===== config.mk =====
export PLATFORM = sky130hd
export DESIGN_NAME = dxt_texture_block_decoder_unit
export DESIGN_NICKNAME = d
export VERILOG_FILES = /design/src/rtl/core/dxtd_pkg.sv /design/src/rtl/core/dxtd_palette.sv /design/src/rtl/core/dxt_texture_block_decoder_unit.sv
export SDC_FILE = /design/constraint.sdc
export NUM_CORES = 2
export LEC_CHECK = 0
export BUFFER_PORTS_ARGS = -buffer_cell sky130_fd_sc_hd__buf_2
export CAP_MARGIN = 0
export CELL_PAD_IN_SITES_DETAIL_PLACEMENT = 1
export CELL_PAD_IN_SITES_GLOBAL_PLACEMENT = 2
export CORE_MARGIN = 10
export CORE_UTILIZATION = 40
export DETAILED_ROUTE_END_ITERATION = 10
export MAX_ROUTING_LAYER = met4
export PLACE_DENSITY_LB_ADDON = 0.3
export SYNTH_ARGS = -nofsm -noshare
export SYNTH_HDL_FRONTEND = slang
export SYNTH_SLANG_ARGS = --single-unit

===== constraint.sdc =====
create_clock -name clk -period 10.6 [get_ports clk]
set_input_delay 1.06 -clock clk [delete_from_list [all_inputs] [get_ports clk]]
set_output_delay 1.06 -clock clk [all_outputs]
set_load 0.01 [all_outputs]

===== src/rtl/core/dxtd_pkg.sv =====
// Shared types, format codes and fixed-point helpers for the DXT block decoder.
// No dependencies; used by dxtd_palette, the decoder unit, dxtd_checker and the bench.
package dxtd_pkg;

    localparam logic [1:0] FMT_DXT1 = 2'd0;
    localparam logic [1:0] FMT_DXT3 = 2'd1;
    localparam logic [1:0] FMT_DXT5 = 2'd2;

    localparam logic [1:0] LAST_ROW = 2'd3;

    // Color entries hold red in 7:0, green in 15:8, blue in 23:16.
    typedef struct packed {
        logic [3:0][23:0] color;
        logic             four;    // c0 > c1: four opaque colors, else entry 3 is clear
        logic [7:0][7:0]  alpha;
    } palette_t;

    // floor(v*255/31) = 8v + floor(7v/31); 265/8192 is exact enough for 7v <= 217
    function automatic logic [7:0] expand5(input logic [4:0] v);
        logic [7:0]  n;
        logic [16:0] p;
        n = {v, 3'b000} - {3'b000, v};
        p = {9'd0, n} * 17'd265;
        return {v, 3'b000} + {5'd0, p[15:13]};
    endfunction

    // floor(v*255/63) = 4v + floor(v/21)
    function automatic logic [7:0] expand6(input logic [5:0] v);
        logic [1:0] q;
        if (v >= 6'd63)
            q = 2'd3;
        else if (v >= 6'd42)
            q = 2'd2;
        else if (v >= 6'd21)
            q = 2'd1;
        else
            q = 2'd0;
        return {v, 2'b00} + {6'd0, q};
    endfunction

    // floor(n/3) for n <= 765
    function automatic logic [7:0] div3(input logic [9:0] n);
        logic [19:0] p;
        p = {10'd0, n} * 20'd683;
        return p[18:11];
    endfunction

    // floor(n/5) for n <= 1275
    function automatic logic [7:0] div5(input logic [10:0] n);
        logic [23:0] p;
        p = {13'd0, n} * 24'd6554;
        return p[22:15];
    endfunction

    // floor(n/7) for n <= 1785
    function automatic logic [7:0] div7(input logic [10:0] n);
        logic [23:0] p;
        p = {13'd0, n} * 24'd4682;
        return p[22:15];
    endfunction

endpackage


===== src/rtl/core/dxtd_palette.sv =====
// Color and alpha palette builder for one compressed block.
// Depends on dxtd_pkg (palette_t, expand and divide helpers).
module dxtd_palette
(
    input  logic [15:0]        c0,
    input  logic [15:0]        c1,
    input  logic [7:0]         a0,
    input  logic [7:0]         a1,
    output dxtd_pkg::palette_t pal
);

    logic [2:0][7:0] e0;
    logic [2:0][7:0] e1;
    logic [2:0][7:0] third0;
    logic [2:0][7:0] third1;
    logic [2:0][7:0] half;
    logic [2:0][9:0] n_third0;
    logic [2:0][9:0] n_third1;
    logic [2:0][8:0] n_half;
    logic [7:0][10:0] n7;
    logic [5:0][10:0] n5;
    logic            four;

    assign e0[0] = dxtd_pkg::expand5(c0[15:11]);
    assign e0[1] = dxtd_pkg::expand6(c0[10:5]);
    assign e0[2] = dxtd_pkg::expand5(c0[4:0]);
    assign e1[0] = dxtd_pkg::expand5(c1[15:11]);
    assign e1[1] = dxtd_pkg::expand6(c1[10:5]);
    assign e1[2] = dxtd_pkg::expand5(c1[4:0]);

    assign four = (c0 > c1);

    always_comb
    begin
        for (int ch = 0; ch < 3; ch++)
        begin
            n_third0[ch] = {1'b0, e0[ch], 1'b0} + {2'b00, e1[ch]};
            n_third1[ch] = {2'b00, e0[ch]} + {1'b0, e1[ch], 1'b0};
            n_half[ch]   = {1'b0, e0[ch]} + {1'b0, e1[ch]};
            third0[ch]   = dxtd_pkg::div3(n_third0[ch]);
            third1[ch]   = dxtd_pkg::div3(n_third1[ch]);
            half[ch]     = n_half[ch][8:1];
        end
    end

    // interpolation sums for the eight- and six-entry alpha ramps
    always_comb
    begin
        n7 = '0;
        n5 = '0;
        for (int i = 1; i < 7; i++)
        begin
            n7[i] = 11'(7 - i) * {3'b000, a0} + 11'(i) * {3'b000, a1};
        end
        for (int i = 1; i < 5; i++)
        begin
            n5[i] = 11'(5 - i) * {3'b000, a0} + 11'(i) * {3'b000, a1};
        end
    end

    always_comb
    begin
        pal.four     = four;
        pal.color[0] = e0;
        pal.color[1] = e1;
        if (four)
        begin
            pal.color[2] = third0;
            pal.color[3] = third1;
        end
        else
        begin
            pal.color[2] = half;
            pal.color[3] = '0;
        end

        pal.alpha[0] = a0;
        pal.alpha[1] = a1;
        if (a0 > a1)
        begin
            for (int i = 1; i < 7; i++)
            begin
                pal.alpha[i + 1] = dxtd_pkg::div7(n7[i]);
            end
        end
        else
        begin
            for (int i = 1; i < 5; i++)
            begin
                pal.alpha[i + 1] = dxtd_pkg::div5(n5[i]);
            end
            pal.alpha[6] = 8'h00;
            pal.alpha[7] = 8'hFF;
        end
    end

endmodule


===== src/rtl/core/dxt_texture_block_decoder_unit.sv =====
// DXT1/DXT3/DXT5 block decoder: one 4x4 block in, four rows of four RGBA texels out.
// Row 0 passes the input reg, palette reg and output reg in turn before it is valid.
// Each block leaves as four row beats read from the palette register, which stall with m_tready;
// a new block is taken into the input register while rows are still going out.
// Reset (rst_n low, async): all stages empty, block_format back to DXT1.
// Depends on dxtd_pkg and dxtd_palette.
module dxt_texture_block_decoder_unit
(
    input  logic         clk,
    input  logic         rst_n,

    input  logic         cfg_valid,
    output logic         cfg_ready,
    input  logic [1:0]   cfg_data,      // block_format

    input  logic         s_tvalid,
    output logic         s_tready,
    input  logic [127:0] s_tdata,       // [63:0] alpha_word, [127:64] color_word

    output logic         m_tvalid,
    input  logic         m_tready,
    output logic [135:0] m_tdata,       // [1:0] row_number, [33:2] texel_a, [65:34] texel_b,
                                        // [97:66] texel_c, [129:98] texel_d, rest zero
    output logic         m_tlast        // last_row
);

    logic [1:0]         format_reg;

    logic               a_valid_reg;
    logic [63:0]        a_alpha_reg;
    logic [63:0]        a_color_reg;

    logic               p_valid_reg;
    logic [1:0]         p_row_reg;
    dxtd_pkg::palette_t p_pal_reg;
    logic [3:0][7:0]    p_cidx_reg;
    logic [63:0]        p_alpha_reg;

    logic               o_valid_reg;
    logic [1:0]         o_row_reg;
    logic [3:0][31:0]   o_texel_reg;
    logic               o_last_reg;

    logic               s_accept;
    logic               a_move;
    logic               p_free;
    logic               out_load;
    logic               p_last;

    dxtd_pkg::palette_t pal_w;

    logic [3:0][15:0]   a3_rows;
    logic [3:0][11:0]   a5_rows;
    logic [3:0][1:0]    crow;
    logic [3:0][3:0]    a3row;
    logic [3:0][2:0]    a5row;
    logic [3:0][7:0]    col_alpha;
    logic [3:0][31:0]   row_texel;

    assign cfg_ready = 1'b1;

    assign p_last   = (p_row_reg == dxtd_pkg::LAST_ROW);
    assign out_load = p_valid_reg && (!o_valid_reg || m_tready);
    assign p_free   = !p_valid_reg || (out_load && p_last);
    assign a_move   = a_valid_reg && p_free;
    assign s_tready = !a_valid_reg || p_free;
    assign s_accept = s_tvalid && s_tready;

    dxtd_palette u_palette
    (
        .c0  (a_color_reg[15:0]),
        .c1  (a_color_reg[31:16]),
        .a0  (a_alpha_reg[7:0]),
        .a1  (a_alpha_reg[15:8]),
        .pal (pal_w)
    );

    // row select out of the palette register
    assign a3_rows = p_alpha_reg;
    assign a5_rows = p_alpha_reg[63:16];
    assign crow    = p_cidx_reg[p_row_reg];
    assign a3row   = a3_rows[p_row_reg];
    assign a5row   = a5_rows[p_row_reg];

    always_comb
    begin
        for (int x = 0; x < 4; x++)
        begin
            unique case (format_reg)
                dxtd_pkg::FMT_DXT3:
                begin
                    col_alpha[x] = {a3row[x], a3row[x]};
                end
                dxtd_pkg::FMT_DXT5:
                begin
                    col_alpha[x] = p_pal_reg.alpha[a5row[x]];
                end
                default:
                begin
                    // third-color mode: index 3 is transparent black
                    col_alpha[x] = (crow[x] == 2'd3 && !p_pal_reg.four) ? 8'h00 : 8'hFF;
                end
            endcase
            row_texel[x] = {col_alpha[x], p_pal_reg.color[crow[x]]};
        end
    end

    always_ff @(posedge clk or negedge rst_n)
    begin
        if (!rst_n)
        begin
            format_reg  <= dxtd_pkg::FMT_DXT1;
            a_valid_reg <= 1'b0;
            p_valid_reg <= 1'b0;
            p_row_reg   <= 2'd0;
            o_valid_reg <= 1'b0;
        end
        else
        begin
            if (cfg_valid)
                format_reg <= cfg_data;

            if (s_accept)
                a_valid_reg <= 1'b1;
            else if (a_move)
                a_valid_reg <= 1'b0;

            if (a_move)
                p_valid_reg <= 1'b1;
            else if (out_load && p_last)
                p_valid_reg <= 1'b0;

            if (a_move)
                p_row_reg <= 2'd0;
            else if (out_load)
                p_row_reg <= p_row_reg + 2'd1;

            if (out_load)
                o_valid_reg <= 1'b1;
            else if (m_tready)
                o_valid_reg <= 1'b0;
        end
    end

    always_ff @(posedge clk)
    begin
        if (s_accept)
        begin
            a_alpha_reg <= s_tdata[63:0];
            a_color_reg <= s_tdata[127:64];
        end
        if (a_move)
        begin
            p_pal_reg   <= pal_w;
            p_cidx_reg  <= a_color_reg[63:32];
            p_alpha_reg <= a_alpha_reg;
        end
        if (out_load)
        begin
            o_row_reg   <= p_row_reg;
            o_texel_reg <= row_texel;
            o_last_reg  <= p_last;
        end
    end

    assign m_tvalid = o_valid_reg;
    assign m_tdata  = {6'd0, o_texel_reg, o_row_reg};
    assign m_tlast  = o_last_reg;

endmodule


==> results by group <==
Run status
  – Status: complete, no violations

Synth
  – Seq/Total Area, Yosys: 0.266
  – Library cells used by synthesis: 91
  – EDFF count, synth: 500
  – Synth async-reset ratio: 0.0138
  – Yosys reg bits: ~510
  – Mapped Area: 57200 sq um
  – Ys flop type: edfxtp_1
  – Cell count after synthesis: 5034
  – Yosys warning total: 0
  – Syn avg cell area: 11.4 sq um

Clocking
  – Clock tree from TritonCTS: built
  – CTS root buffer: clkbuf_16
  – CTS buffer count: 61
  – CTS max path bufs: 3
  – Clk sink count: between 500 and 600
  – Later-pin clock latency in the skew report: 0.72 ns
  – CTS clk-pin slew, worst paths: approximately 0.07 ns
  – H-tree levels: 2

Worst setup path
  – Crit-path max cell delay: 0.51 ns
  – Critical path arrival: 10.53 ns
  – CP Max Fanout: 6
  – CP Capture Type: flop
  – Cell mode on critical path: ha_1
  – CP Launch Type: flop
  – Critical Path Slowest Stage Cell: fa_1
  – Req. time, crit path: 11.02 ns
  – Bufs and invs on worst path: 6
  – Critical path class: reg -> reg
  – Crit path max-delay family: adder cells

Route
  – WL/cell: 23.0 um
  – DR vias: 39400
  – Initial DRC count: 1960
  – DRC viols: 0
  – Post-route ant nets: 0
  – Vias/cell: between 5 and 6
  – Final wirelength: between 150000 and 200000 um
  – Drt pass-1 iters: 5

Layout
  – Fill count: 15300
  – Area overhead of the layout relative to synthesis: 11.2%
  – Largest register FFs: 159
  – Most frequent cells in the layout: ha_1, inv_1, edfxtp_1
  – Commonest non-fill, non-tap cell in the layout: ha_1
  – Fin util: 0.449
  – Final nets: a little over 7000
  – Share of layout cells above drive strength 1: 0.141
  – Post-route design area: 63600 sq um

Die
  – # rows: between 100 and 150
  – Die ar.: 159000 sq um
  – Core Box Area: 142000 sq um
  – Initial core utilization: 0.403
  – Die W: around 400 um
  – Top Ports: 275
  – Die H: 398 um

Placed design
  – HPWL Detailed: 137000 um
  – Placed Area: 61200 sq um
  – Placer Congestion: a little under 0.9
  – Buffers on Ports: between 200 and 300
  – Dpl ws: -0.133 ns

GRT
  – Number of global-route vias before repair: 43000
  – Initial antenna violation count: 9
  – Most Crowded Layer GR: met2
  – M3 GR Usage: 0.0218
  – Global-route total usage across every layer: 0.218
  – Gr ovfl total: 0
  – First-pass GRT wire length: 260000 um
  – Grt met2 use: 0.376
  – GRT met1 Usage: 0.277
  – Largest net degree at the start of global routing: 72

STA
  – Setup ws final: 0.490 ns
  – Slew Limit Fails: 0
  – Final setup viols: 0
  – Worst-margin pin slew: 1.27 ns
  – Slew margin rel.: 0.148
  – Post-layout min period: 10.11 ns
  – RSZ-0062 raised after global routing: yes
  – Clk_skew: 0.0798 ns
  – Tcrit/Tclk final: 0.954
  – Max Freq: 98.9 MHz
  – Count of final hold-check violations: 0

Job
  – Max-cap violations: 0

Min path
  – HP Class: in -> async
-- cells in the mapped netlist, types with 23 or more instances --
cell type	instances	area [sq um]
a21boi_0	39	293
a21o_1	84	631
a21oi_1	187	936
buf_2	23	115
clkbuf_1	47	176
edfxtp_1	500	15000
fa_1	368	7370
ha_1	1259	15800
inv_1	771	2890
mux2_2	66	743
mux2i_1	75	751
mux4_2	132	2970
nand2_1	187	702
nand2b_1	31	194
nand3_1	44	220
nor2_1	176	661
nor2b_1	38	238
nor3_1	57	285
o211ai_1	44	330
o21a_1	31	233
o21ai_0	196	981
o21bai_1	47	353
xnor2_1	208	1820
xor2_1	96	841
-- through the flow --
step / hold WS (ns) / TNS [ns] / std cells
final: 0.162 / 0 / 7325
after global routing: 0.138 / -0.335 / 7324
after CTS: 0.125 / 0 / 7312
after detailed placement: 0.405 / -0.174 / 7199
after global placement: 0.401 / -0.00916 / 7199
after floorplan: 0.400 / 0 / 5039
-- area by class of cell --
type / count / area [sq um] / area share
multi-input cells: 3666 / 38900 / 0.612
flip-flops and latches: 507 / 15200 / 0.239
inverters: 775 / 2910 / 0.0458
well taps: 1890 / 2360 / 0.0372
repair buffers: 371 / 2120 / 0.0333
clock buffers: 65 / 1540 / 0.0242
clock inverters: 48 / 522 / 0.00820
diodes: 3 / 7.51 / 0.000118
-- path summary, 6_finish.rpt --
kind / start / slack, ns / to / cells after the start
max: a_color_reg[31] / 0.49 / p_pal_reg[142] / 42
min: rst_n / 0.16 / format_reg[0] / 1
max reg2reg: a_color_reg[31] / 0.49 / p_pal_reg[142] / 42
min reg2reg: a_alpha_reg[27] / 0.39 / a3_rows[27] / 0
max in group asynchronous: rst_n / 10.26 / p_row_reg[1] / 1
min in group clk: a_alpha_reg[27] / 0.39 / a3_rows[27] / 0
-- per-layer routing --
layer | share of wire | up-vias
li1 | - | 18600
met1 | 0.44 | 20000
met2 | 0.50 | 667
met3 | 0.035 | 170
met4 | 0.024 | 0
met5 | 0 | -
-- cell families after synthesis --
family                     synth area share
buffers and inverters                0.0578
xor gates and xnor gates             0.0500
adders and majority gates             0.404
DFF                                   0.266
other                              0.000131
muxes                                0.0781
AOI/OAI and AO/OA                    0.0893
and+or+nand+nor                      0.0547
-- what timing repair did --
action | in CTS | in global routing
pin swaps | 0 | 15
setup buffers | 0 | 10
gates resized for setup | 3 | 41
hold buffers | 0 | 0
setup endpoints to repair | 3 | 25
Power is left out: the tool's default activity adds up to more than one toggle a clock period on the data nets, which glitch-free logic cannot reach.
